===== src/rtl/core/lpht_pkg.sv =====
`default_nettype none

package lpht_pkg;

  localparam int KEY_W          = 31;
  localparam int SLOT_W         = 4;
  localparam int TABLE_SIZE_DEF = 16;

  localparam logic KIND_INSERT = 1'b0;
  localparam logic KIND_SEARCH = 1'b1;

  typedef struct packed {
    logic             vld;
    logic             kind;
    logic [KEY_W-1:0] key;
  } tok_t;

  typedef struct packed {
    logic              done;
    logic              hit;
    logic              stored;
    logic [SLOT_W-1:0] slot;
  } res_t;

endpackage

`default_nettype wire


===== src/rtl/core/lpht_mod.sv =====
`default_nettype none

module lpht_mod #(
  parameter int TABLE_SIZE = lpht_pkg::TABLE_SIZE_DEF,
  localparam int IW = $clog2(TABLE_SIZE)
) (
  input  wire logic                     clk,
  input  wire logic                     rst_n,
  input  wire logic                     start_i,
  input  wire logic [lpht_pkg::KEY_W-1:0] key_i,
  output logic                          done_o,
  output logic [IW-1:0]                 home_o
);
  import lpht_pkg::*;

  localparam int RW = KEY_W + 2;
  localparam int PW = KEY_W + RW;
  localparam int SH = KEY_W + IW;
  localparam logic [63:0] RECIP_FULL =
    ((64'd1 << SH) + 64'(TABLE_SIZE) - 64'd1) / 64'(TABLE_SIZE);
  localparam logic [RW-1:0] RECIP   = RECIP_FULL[RW-1:0];
  localparam logic [IW-1:0] SIZE_LO = IW'(TABLE_SIZE);

  logic [PW-1:0]   prod;
  logic [2*IW-1:0] back;
  logic [IW-1:0]   quot_r;
  logic [IW-1:0]   key_lo_r;
  logic [IW-1:0]   rem_r;
  logic            mul_r;
  logic            done_r;

  // The quotient comes from a multiplication with the rounded-up reciprocal of
  // TABLE_SIZE. Only the low bits of quotient and key are needed for the remainder.
  assign prod = {{RW{1'b0}}, key_i} * {{KEY_W{1'b0}}, RECIP};
  assign back = {{IW{1'b0}}, quot_r} * {{IW{1'b0}}, SIZE_LO};

  always_ff @(posedge clk) begin
    if (!rst_n) begin
      mul_r  <= 1'b0;
      done_r <= 1'b0;
    end else begin
      mul_r  <= start_i;
      done_r <= mul_r;
    end
  end

  always_ff @(posedge clk) begin
    if (start_i) begin
      quot_r   <= prod[SH +: IW];
      key_lo_r <= key_i[IW-1:0];
    end
    if (mul_r) begin
      rem_r <= key_lo_r - back[IW-1:0];
    end
  end

  assign done_o = done_r;
  assign home_o = rem_r;

endmodule

`default_nettype wire


===== src/rtl/core/lpht_cell.sv =====
`default_nettype none

module lpht_cell #(
  parameter int IDX = 0
) (
  input  wire logic          clk,
  input  wire logic          rst_n,
  input  wire lpht_pkg::tok_t prev_i,
  input  wire logic          inject_i,
  input  wire lpht_pkg::tok_t inj_tok_i,
  input  wire logic          kill_i,
  output lpht_pkg::tok_t     pass_o,
  output lpht_pkg::res_t     res_o
);
  import lpht_pkg::*;

  localparam logic [SLOT_W-1:0] SLOT_ID = SLOT_W'(IDX);

  tok_t             tok_r;
  tok_t             tok_nxt;
  logic [KEY_W-1:0] key_r;
  logic             valid_r;
  logic             done;
  logic             hit;
  logic             stored;

  assign hit    = tok_r.vld && valid_r && (tok_r.kind == KIND_SEARCH) && (tok_r.key == key_r);
  assign stored = tok_r.vld && !valid_r && (tok_r.kind == KIND_INSERT);
  assign done   = tok_r.vld && (!valid_r || hit);

  always_comb begin
    if (inject_i) begin
      tok_nxt = inj_tok_i;
    end else begin
      tok_nxt     = prev_i;
      tok_nxt.vld = prev_i.vld && !kill_i;
    end
  end

  always_ff @(posedge clk) begin
    if (!rst_n) begin
      tok_r.vld <= 1'b0;
      valid_r   <= 1'b0;
    end else begin
      tok_r <= tok_nxt;
      if (stored) begin
        valid_r <= 1'b1;
      end
    end
  end

  always_ff @(posedge clk) begin
    if (stored) begin
      key_r <= tok_r.key;
    end
  end

  always_comb begin
    pass_o     = tok_r;
    pass_o.vld = tok_r.vld && !done;
    res_o.done   = done;
    res_o.hit    = hit;
    res_o.stored = stored;
    res_o.slot   = (hit || stored) ? SLOT_ID : '0;
  end

endmodule

`default_nettype wire


===== src/rtl/core/linear_probing_hash_table.sv =====
`default_nettype none

// Open-addressing hash table with linear probing over a ring of TABLE_SIZE slot
// cells. Each word is an insert or a search of a 31-bit key; every word gives
// exactly one result word. The home slot (key modulo TABLE_SIZE) comes from a
// multiplication with the reciprocal of TABLE_SIZE; the quotient is registered
// first and the remainder after it. A probe token then enters the home cell and
// moves one cell per cycle around the ring, so the walk visits at most
// TABLE_SIZE cells. An insert into a full table stores nothing and reports
// full_res. The result then goes to the output register, where a finished result
// waits until the previous one has drained, and the next word can be taken in the
// cycle after the result is written. The block takes one word at a time. The
// table is empty after reset. A new word is taken while the previous result
// still waits at the output.
module linear_probing_hash_table #(
  parameter int TABLE_SIZE = lpht_pkg::TABLE_SIZE_DEF
) (
  input  wire logic                          clk,
  input  wire logic                          rst_n,
  input  wire logic                          in_valid,
  output logic                               in_stall,
  input  wire logic                          in_kind,
  input  wire logic [lpht_pkg::KEY_W-1:0]    in_key,
  input  wire logic                          in_batch_end,
  output logic                               out_valid,
  input  wire logic                          out_stall,
  output logic                               out_hit,
  output logic                               out_stored,
  output logic                               out_full_res,
  output logic [lpht_pkg::SLOT_W-1:0]        out_slot,
  output logic                               out_batch_done
);
  import lpht_pkg::*;

  localparam int IW = $clog2(TABLE_SIZE);
  localparam logic [IW-1:0] STEP_LAST = IW'(TABLE_SIZE - 1);

  typedef enum logic [1:0] {
    ST_IDLE,
    ST_HASH,
    ST_PROBE,
    ST_DRAIN
  } state_t;

  state_t           state_r;
  logic             kind_r;
  logic [KEY_W-1:0] key_r;
  logic             batch_r;
  logic [IW-1:0]    step_r;
  res_t             res_r;
  logic             full_r;

  logic              out_valid_r;
  logic              out_hit_r;
  logic              out_stored_r;
  logic              out_full_r;
  logic [SLOT_W-1:0] out_slot_r;
  logic              out_batch_r;

  logic          hash_start;
  logic          hash_done;
  logic [IW-1:0] home;
  logic          inj_en;
  logic          kill;
  tok_t          inj_tok;
  res_t          sum;

  tok_t                  pass   [TABLE_SIZE];
  res_t                  cres   [TABLE_SIZE];
  logic [TABLE_SIZE-1:0] done_vec;
  logic [TABLE_SIZE-1:0] tok_vec;

  assign in_stall   = (state_r != ST_IDLE);
  assign hash_start = (state_r == ST_IDLE) && in_valid;
  assign inj_en     = (state_r == ST_HASH) && hash_done;
  assign kill       = (state_r == ST_PROBE) && !sum.done && (step_r == STEP_LAST);

  always_comb begin
    inj_tok.vld  = 1'b1;
    inj_tok.kind = kind_r;
    inj_tok.key  = key_r;
  end

  lpht_mod #(
    .TABLE_SIZE(TABLE_SIZE)
  ) u_mod (
    .clk     (clk),
    .rst_n   (rst_n),
    .start_i (hash_start),
    .key_i   (in_key),
    .done_o  (hash_done),
    .home_o  (home)
  );

  for (genvar i = 0; i < TABLE_SIZE; i++) begin : g_cell
    localparam int PREV = (i + TABLE_SIZE - 1) % TABLE_SIZE;

    lpht_cell #(
      .IDX(i)
    ) u_cell (
      .clk       (clk),
      .rst_n     (rst_n),
      .prev_i    (pass[PREV]),
      .inject_i  (inj_en && (home == IW'(i))),
      .inj_tok_i (inj_tok),
      .kill_i    (kill),
      .pass_o    (pass[i]),
      .res_o     (cres[i])
    );

    assign done_vec[i] = cres[i].done;
    assign tok_vec[i]  = pass[i].vld || cres[i].done;
  end

  // Only one token is ever in the ring, so the cell results merge by OR.
  always_comb begin
    sum = '0;
    for (int i = 0; i < TABLE_SIZE; i++) begin
      sum = sum | cres[i];
    end
  end

  always_ff @(posedge clk) begin
    if (!rst_n) begin
      state_r     <= ST_IDLE;
      out_valid_r <= 1'b0;
    end else begin
      if (out_valid_r && !out_stall && (state_r != ST_DRAIN)) begin
        out_valid_r <= 1'b0;
      end
      case (state_r)
        ST_IDLE: begin
          if (in_valid) begin
            kind_r  <= in_kind;
            key_r   <= in_key;
            batch_r <= in_batch_end;
            state_r <= ST_HASH;
          end
        end
        ST_HASH: begin
          if (hash_done) begin
            step_r  <= '0;
            state_r <= ST_PROBE;
          end
        end
        ST_PROBE: begin
          if (sum.done) begin
            res_r   <= sum;
            full_r  <= 1'b0;
            state_r <= ST_DRAIN;
          end else if (step_r == STEP_LAST) begin
            res_r   <= '0;
            full_r  <= (kind_r == KIND_INSERT);
            state_r <= ST_DRAIN;
          end else begin
            step_r <= step_r + 1'b1;
          end
        end
        ST_DRAIN: begin
          if (!out_valid_r || !out_stall) begin
            out_valid_r  <= 1'b1;
            out_hit_r    <= res_r.hit;
            out_stored_r <= res_r.stored;
            out_full_r   <= full_r;
            out_slot_r   <= res_r.slot;
            out_batch_r  <= batch_r;
            state_r      <= ST_IDLE;
          end
        end
        default: begin
          state_r <= ST_IDLE;
        end
      endcase
    end
  end

  assign out_valid      = out_valid_r;
  assign out_hit        = out_hit_r;
  assign out_stored     = out_stored_r;
  assign out_full_res   = out_full_r;
  assign out_slot       = out_slot_r;
  assign out_batch_done = out_batch_r;

`ifndef SYNTHESIS
  a_one_done : assert property (@(posedge clk) disable iff (!rst_n)
    $onehot0(done_vec))
    else $error("more than one cell finished a probe in the same cycle");

  a_one_token : assert property (@(posedge clk) disable iff (!rst_n)
    $onehot0(tok_vec))
    else $error("more than one probe token in the ring");

  a_idle_ring : assert property (@(posedge clk) disable iff (!rst_n)
    (state_r != ST_PROBE) |-> (tok_vec == '0))
    else $error("probe token in the ring outside the probe phase");

  a_full_word : assert property (@(posedge clk) disable iff (!rst_n)
    (out_valid_r && out_full_r) |-> (!out_hit_r && !out_stored_r && (out_slot_r == '0)))
    else $error("full result word carries a hit, a store or a slot");
`endif

endmodule

`default_nettype wire

===== config.mk =====
export PLATFORM = sky130hd
export DESIGN_NAME = linear_probing_hash_table
export DESIGN_NICKNAME = d
export VERILOG_FILES = /design/src/rtl/core/lpht_pkg.sv /design/src/rtl/core/lpht_mod.sv /design/src/rtl/core/lpht_cell.sv /design/src/rtl/core/linear_probing_hash_table.sv
export SDC_FILE = /design/constraint.sdc
export NUM_CORES = 1
export LEC_CHECK = 0
export BUFFER_PORTS_ARGS = -buffer_cell sky130_fd_sc_hd__buf_2
export CAP_MARGIN = 10
export CORE_MARGIN = 3
export CORE_UTILIZATION = 35
export CTS_CLUSTER_DIAMETER = 120
export DETAILED_ROUTE_END_ITERATION = 10
export PLACE_DENSITY = 0.59
export SYNTH_ARGS = -nofsm -noshare
export SYNTH_HDL_FRONTEND = slang
export SYNTH_SLANG_ARGS = --single-unit

===== constraint.sdc =====
create_clock -name clk -period 2.7 [get_ports clk]
set_input_delay 0.54 -clock clk [delete_from_list [all_inputs] [get_ports clk]]
set_output_delay 0.54 -clock clk [all_outputs]
set_load 0.02 [all_outputs]

Word-level counts from Yosys, hierarchy flattened
Index checks and enable logic that the tools add are counted.
{ "totals": {"register_bits": 1105, "input_bits": 37, "out_inout_bits": 10, "word_cells": 449} }
{ "op_classes": {"add_sub_neg": 1, "eq_ne": 42, "n_mux": 47, "n_bitwise": 32, "reduce_logical": 228} }
{ "ops": {"columns": ["op", "n"], "rows": [
  ["$mux W33", 16],
  ["$eq A31 B31 Y1", 16],
  ["$logic_and A1 B1 Y1", 150],
  ["$or A7 B7 Y7", 15],
  ["$mux W4", 11],
  ["$eq A4 B4 Y1 const B", 9],
  ["$logic_not A1 Y1", 36],
  ["$logic_or A1 B1 Y1", 32],
  ["$not A1 Y1", 17],
  ["$eq A4 B3 Y1 const B", 4],
  ["$mux W2", 7],
  ["$mux W3", 4],
  ["$mux W6", 2],
  ["$ne A2 B2 Y1 const B", 5],
  ["$reduce_and A3 Y1", 3],
  ["$eq A4 B2 Y1 const B", 2],
  ["$pmux W2 S4", 1],
  ["$pmux W4 S2", 1],
  ["$reduce_bool A2 Y1", 3],
  ["$mux W1", 5],
  ["$reduce_and A5 Y1", 1],
  ["$add A4 B1 Y4 const B", 1],
  ["$eq A2 B2 Y1 const B", 2],
  ["$eq A4 B1 Y1 const B", 1],
  ["6 further kinds", 6]
]} }

Logic depth before layout (Yosys ltp)
{ "depth": {"ltp_word": 26, "depth_mapped": 10, "depth_no_buf": 9} }

Cells and area by module
From an unflattened synthesis, not the netlist that was laid out.
{ "hier_totals": {"hier_cells": 3261, "hier_area_um2": 50683.6} }
{ "modules_own_cells": {"columns": ["module", "n_inst", "cells_per_inst", "area_per_inst_um2", "seq_area_each_um2"], "rows": [
  ["lpht_cell (g_cell[10].u_cell ...)", 14, 193, 3002.9, 1931.9],
  ["lpht_cell (g_cell[0].u_cell)", 1, 193, 3014.1, 1931.9],
  ["lpht_cell (g_cell[15].u_cell)", 1, 192, 2999.1, 1931.9],
  ["linear_probing_hash_table", 1, 162, 2337.2, 1621.6],
  ["lpht_mod", 1, 12, 292.8, 280.3]
]} }

Worst setup path after synthesis
No wires, ideal clock.
{ "synth_path": {"path_type": "register to register", "from": "register g_cell[11].u_cell.tok_r, in the netlist g_cell[11].u_cell.pass_o[31]", "to": "register res_r[0] (netlist bit), data pin", "setup_time_ns": 0.146, "arrival_ns": 2.532, "required_time_ns": 2.554, "setup_slack_ns": 0.022, "path_stages_with_launch": 6, "n_path_buf": 0, "synth_period_minus_slack_ns": 2.678, "path_cell_list": "edfxtp_1 nor2b_1 nor2b_1 or4b_2 nor4b_1 nand3_1"} }
{ "synth_between": {"elab_chain_len": 10, "word_cells_on_any_way": 14, "cone_classes": "mux (2); bitwise (6); reduce/logical (6)"} }
{ "synth_lines": {"columns": ["item", "line_no", "source"], "rows": [
  ["start, declared", "lpht_cell.sv:19", "tok_t tok_r;"],
  ["start signal, assigned", "lpht_cell.sv:45", "tok_r <= tok_nxt;"],
  ["$not A1 Y1", "lpht_cell.sv:28", "assign stored = tok_r.vld && !valid_r && (tok_r.kind == KIND_INSERT);"],
  ["$logic_and A1 B1 Y1", "lpht_cell.sv:28", null],
  ["named net g_cell[11].u_cell.stored", "lpht_cell.sv:25", "logic stored;"],
  ["$logic_or A1 B1 Y1", "lpht_cell.sv:64", "res_o.slot = (hit || stored) ? SLOT_ID : '0;"],
  ["$mux W4", "lpht_cell.sv:64", null],
  ["$or A7 B7 Y7 (5 in a row)", "linear_probing_hash_table.sv:119", "sum = sum | cres[i];"],
  ["$mux W6", "linear_probing_hash_table.sv:147", "if (sum.done) begin"],
  ["end signal, assigned", "linear_probing_hash_table.sv:148", "res_r <= sum;"],
  ["end, declared", "linear_probing_hash_table.sv:50", "res_t res_r;"]
]} }
The timed path passes the listed nets, and every way through them passes these cells.
A chain may end at the register's enable or synchronous reset.

Final worst setup path
{ "layout_path": {"from": "register g_cell[4].u_cell.tok_r, in the netlist g_cell[4].u_cell.pass_o[12]", "to": "register res_r[5] (netlist bit), enable pin"} }
{ "layout_between": {"elab_chain_len": 18} }
{ "layout_lines": {"columns": ["item", "line_no", "source"], "rows": [
  ["start, declared", "lpht_cell.sv:19", null],
  ["start signal, assigned", "lpht_cell.sv:45", null],
  ["$eq A31 B31 Y1", "lpht_cell.sv:27", "assign hit = tok_r.vld && valid_r && (tok_r.kind == KIND_SEARCH) && (tok_r.key == key_r);"],
  ["$logic_and A1 B1 Y1", "lpht_cell.sv:27", null],
  ["$logic_or A1 B1 Y1", "lpht_cell.sv:29", "assign done = tok_r.vld && (!valid_r || hit);"],
  ["$logic_and A1 B1 Y1", "lpht_cell.sv:29", null],
  ["$or A7 B7 Y7 (12 in a row)", "linear_probing_hash_table.sv:119", null],
  ["$reduce_bool A2 Y1 (no source line)", null, null],
  ["$reduce_and A3 Y1 (no source line)", null, null]
]} }
Every way passes these cells.

==> impl_summary.log <==
INFO  metric mappedNetlistArea = 45,800 um2
INFO  metric seq_area_frac_synth = 71.6%
INFO  metric violations = negative setup slack
INFO  metric worst_slew_margin_rel = 24.7%
INFO  metric cts.sinks = 1,105
INFO  metric class_of_the_tightest_hold_or_removal_check = primary input to flop
INFO  metric global_route_wire_length_before_repair = 173,000 um
INFO  metric worstPathCellList = xor2_1, nor4_1, buf_4, nand3_1, o31ai_4, a22oi_2, nand4_4, buf_4, nor2_1, a21oi_2, and2_4
INFO  metric grt_pass1_vias = 25,900
INFO  metric row_count = 132
INFO  metric avgRoutedWirePerCell = 22.8 um
INFO  metric detailed_place_hpwl = 80,300 um
INFO  metric p_int = 0.0303 W
INFO  metric globalplace.congestion = 0.832
INFO  metric layout_common_cells = 1,068 x edfxtp_1, 653 x buf_4, 512 x mux2_2
INFO  metric synth-warning-count = 0
INFO  metric netSwitchingFraction = 22.6%
INFO  metric syn_inst = 2,628
INFO  metric clock_path_buffers = 3
INFO  metric ys_async_sr_fraction = 0%
INFO  metric synth_edf_count = 1,068
INFO  metric floorplan.die.width = 368 um
INFO  metric p_switching = 0.00882 W
INFO  metric static-leakage-power = 20.5 nW
INFO  metric dr.pass1.iters = 5
INFO  metric floorplan.io_pins = 47
INFO  metric hold_violations = 0
INFO  metric antenna_cells_inserted = 0
INFO  metric yosys_most_used_dff = edfxtp_1
INFO  metric num-nets-final = 3,448
INFO  metric crit-reg2reg-launch = g_cell[4].u_cell.pass_o[12]
INFO  metric floorplan.die_area = 135,000 um2
INFO  metric cts_buf_count = 116
INFO  metric synthDistinctLibCells = 42
INFO  metric p_seq_share = 51.6%
INFO  metric clock-root-buffer = clkbuf_16
INFO  metric final.period_utilization = 100%
INFO  metric drt_iter0_markers = 2,060
INFO  metric hold_path_start = in_key[3]
INFO  metric yosys_register_bits = 1,105
INFO  metric synthesis.nets = 2,670
INFO  metric cts_htree_levels = 3
INFO  metric io_port_bufs = 46
INFO  metric clkLatencyLatePin = 0.69 ns
INFO  metric slew_viol_final = 0
INFO  metric globalRouteTotalUtil = 17.4%
INFO  metric fmax = 369 MHz
INFO  metric total_power = 0.0391 W
INFO  metric setup_violations = 3
INFO  metric clkPwrFrac = 41.4%
INFO  metric timing.critical_path.required = 3.09 ns
INFO  metric grt_setup_unrepaired = yes
INFO  metric critical-path-top-cell-by-count = buf_4
INFO  metric route.antenna.remaining_nets = 0
INFO  metric worst_setup_hold_path_clk_slew = 0.06 ns
INFO  metric globalRoute.totalOverflow = 0
INFO  metric cp-startpoint = g_cell[4].u_cell.pass_o[12]
INFO  metric power_frac_comb = 7.0%
INFO  metric syn_avg_cell_area = 17.4 um2
INFO  metric cp_max_fo = 7
INFO  metric fin_skew = 0.0240 ns
INFO  metric drt_wl_total = 120,000 um
INFO  metric die-height = 368 um
INFO  metric drcViolationCount = 0
INFO  metric critical_path.max_stage_delay = 0.42 ns
INFO  metric tritoncts = built
INFO  metric path_class = flop to flop
INFO  metric floorplan.core_area = 130,000 um2
INFO  metric arrival = 3.10 ns
INFO  metric floorplan.initialDensity = 35.3%
INFO  metric critical_path.startpoint_type = flop
INFO  metric tmin_final = 2.71 ns
INFO  metric area_delta_synth_final = 26.4%
INFO  metric dr_total_vias = 25,400
INFO  metric worstSetupEndpointType = flop
INFO  metric outcome = finished, violations left
INFO  metric drt-vias-per-instance = 4.84
INFO  metric worst-slew-pin-transition = 1.13 ns
INFO  metric maximum_number_of_pins_on_one_net_before_global_route_repair = 115
INFO  metric timing.max_cap.violations = 0
INFO  metric drive_gt1_share = 43.0%
INFO  metric post_layout_nonfiller_instances = 5,243
INFO  metric final_common_cell = edfxtp_1
INFO  metric setup.reg_to_reg.worst_slack = -0.01 ns
INFO  metric worst_ir_drop_vdd = 0.536 mV
INFO  metric cp_slowest_cell = edfxtp_1
INFO  metric placedCellCount = 4,969
INFO  metric timing.final.ws_setup = -0.0104 ns
INFO  metric grt_antenna_before_repair = 12
INFO  metric power_per_cell_area = 676 nW/um2
## path summary, 6_finish.rpt
| check | cells after the start | to |
|---|---|---|
| worst max-delay path | 11 | res_r[5] |
| worst min-delay path | 1 | u_mod.key_lo_r[3] |
| worst max register to register | 11 | res_r[5] |
| worst min register to register | 0 | u_mod.home_o[1] |
## cells in the mapped netlist, types with 2 or more instances
cell,n,area share (%)
a21boi_0,15,0.25
a21oi_1,3,0.033
a22oi_1,8,0.13
and2_1,10,0.14
and3_1,2,0.027
buf_1,3,0.025
buf_2,3,0.033
buf_6,2,0.049
clkbuf_1,80,0.66
dfxtp_1,37,1.6
edfxtp_1,1068,70
ha_1,5,0.14
inv_1,19,0.16
mux2_2,512,13
nand2_1,42,0.34
nand2b_1,21,0.29
nand3_1,25,0.27
nand4_1,19,0.26
nor2_1,35,0.29
nor2b_1,3,0.041
nor3_1,25,0.27
nor3_2,6,0.13
nor4_1,135,1.8
o211ai_1,2,0.033
o21a_1,12,0.20
o31ai_1,21,0.34
or3_1,2,0.027
or4_1,2,0.033
or4b_2,2,0.044
xor2_1,497,9.5
## state kept, by name, summed over array words and instances (netlist names), 2 cells and up
name                   count
u_mod.home_o               4
g_cell.u_cell.valid_r     16
g_cell.u_cell.tok_r       16
key_r                     31
g_cell.u_cell.key_r      496
res_r                      6
out_slot                   4
step_r                     4
g_cell.u_cell.pass_o     512
u_mod.key_lo_r             4
state_r                    2
## stage by stage
step / util (%) / hold WS [ns] / cell area [um2] / setup TNS (ns) / worst slack (ns)
finish: 44.6 / 0.136 / 57900 / -0.0161 / -0.0104
floorplan: - / 0.400 / 45800 / 0 / 0.0221
detailed placement: 40.8 / 0.410 / 53000 / -13.93 / -0.619
CTS: 44.4 / 0.0759 / 57600 / 0 / 0.00385
global route: 44.6 / 0.0954 / 57900 / -2.32 / -0.127
global placement: 40.8 / 0.408 / 53000 / -12.86 / -0.555
## power groups by stage
stage	sequential [W]	clock, W	combinational (W)
2_1_floorplan	0.0202	0	0.000994
4_1_cts	0.0202	0.0165	0.00273
5_1_grt	0.0203	0.0172	0.00291
6_report	0.0202	0.0162	0.00274
3_3_place_gp	0.0206	0	0.00261
3_5_place_dp	0.0206	0	0.00263
## metal layers
layer	vias to the layer above	GRT usage, %	wire, um
met4	6	4.37	2640
met5	-	0	45
li1	11600	-	-
met1	12900	25.3	55800
met2	673	27.0	54600
met3	161	2.90	6480
## layout make-up
class / count / area [um2]
Sequential cell: 1105 / 32800
Fill cell: 11500 / 71900
Timing Repair Buffer: 749 / 5820
Clock inverter: 63 / 748
Tap cell: 1742 / 2180
Clock buffer: 150 / 3080
Inverter: 19 / 71.3
Multi-Input combinational cell: 1415 / 13200
## kinds of logic after synthesis
family	synth area share, %
muxes	12.6
adders and majority gates	0.137
buffers and inverters	0.948
xor gates and xnor gates	9.52
and+or+nand+nor	4.13
AOI/OAI and AO/OA	1.04
DFF	71.6
## worst max-delay path, delay by kind of cell (launching register included)
family / cells / cell delay, ns
AND/OR/NAND/NOR: 5 / 0.84
AO/OA/AOI/OAI: 3 / 0.69
flip-flops: 1 / 0.42
buffers and inverters: 2 / 0.27
XOR/XNOR: 1 / 0.18
## repair_timing
| item | CTS | global route |
|---|---|---|
| setup buffers | 24 | 13 |
| endpoints found under the setup margin | 31 | 32 |
| hold endpoints to repair | 29 | 0 |
| pin swaps | 49 | 37 |
| gates resized for setup | 55 | 34 |
| hold buffers | 29 | 0 |
No activity file was read; power rests on OpenSTA's default activity.
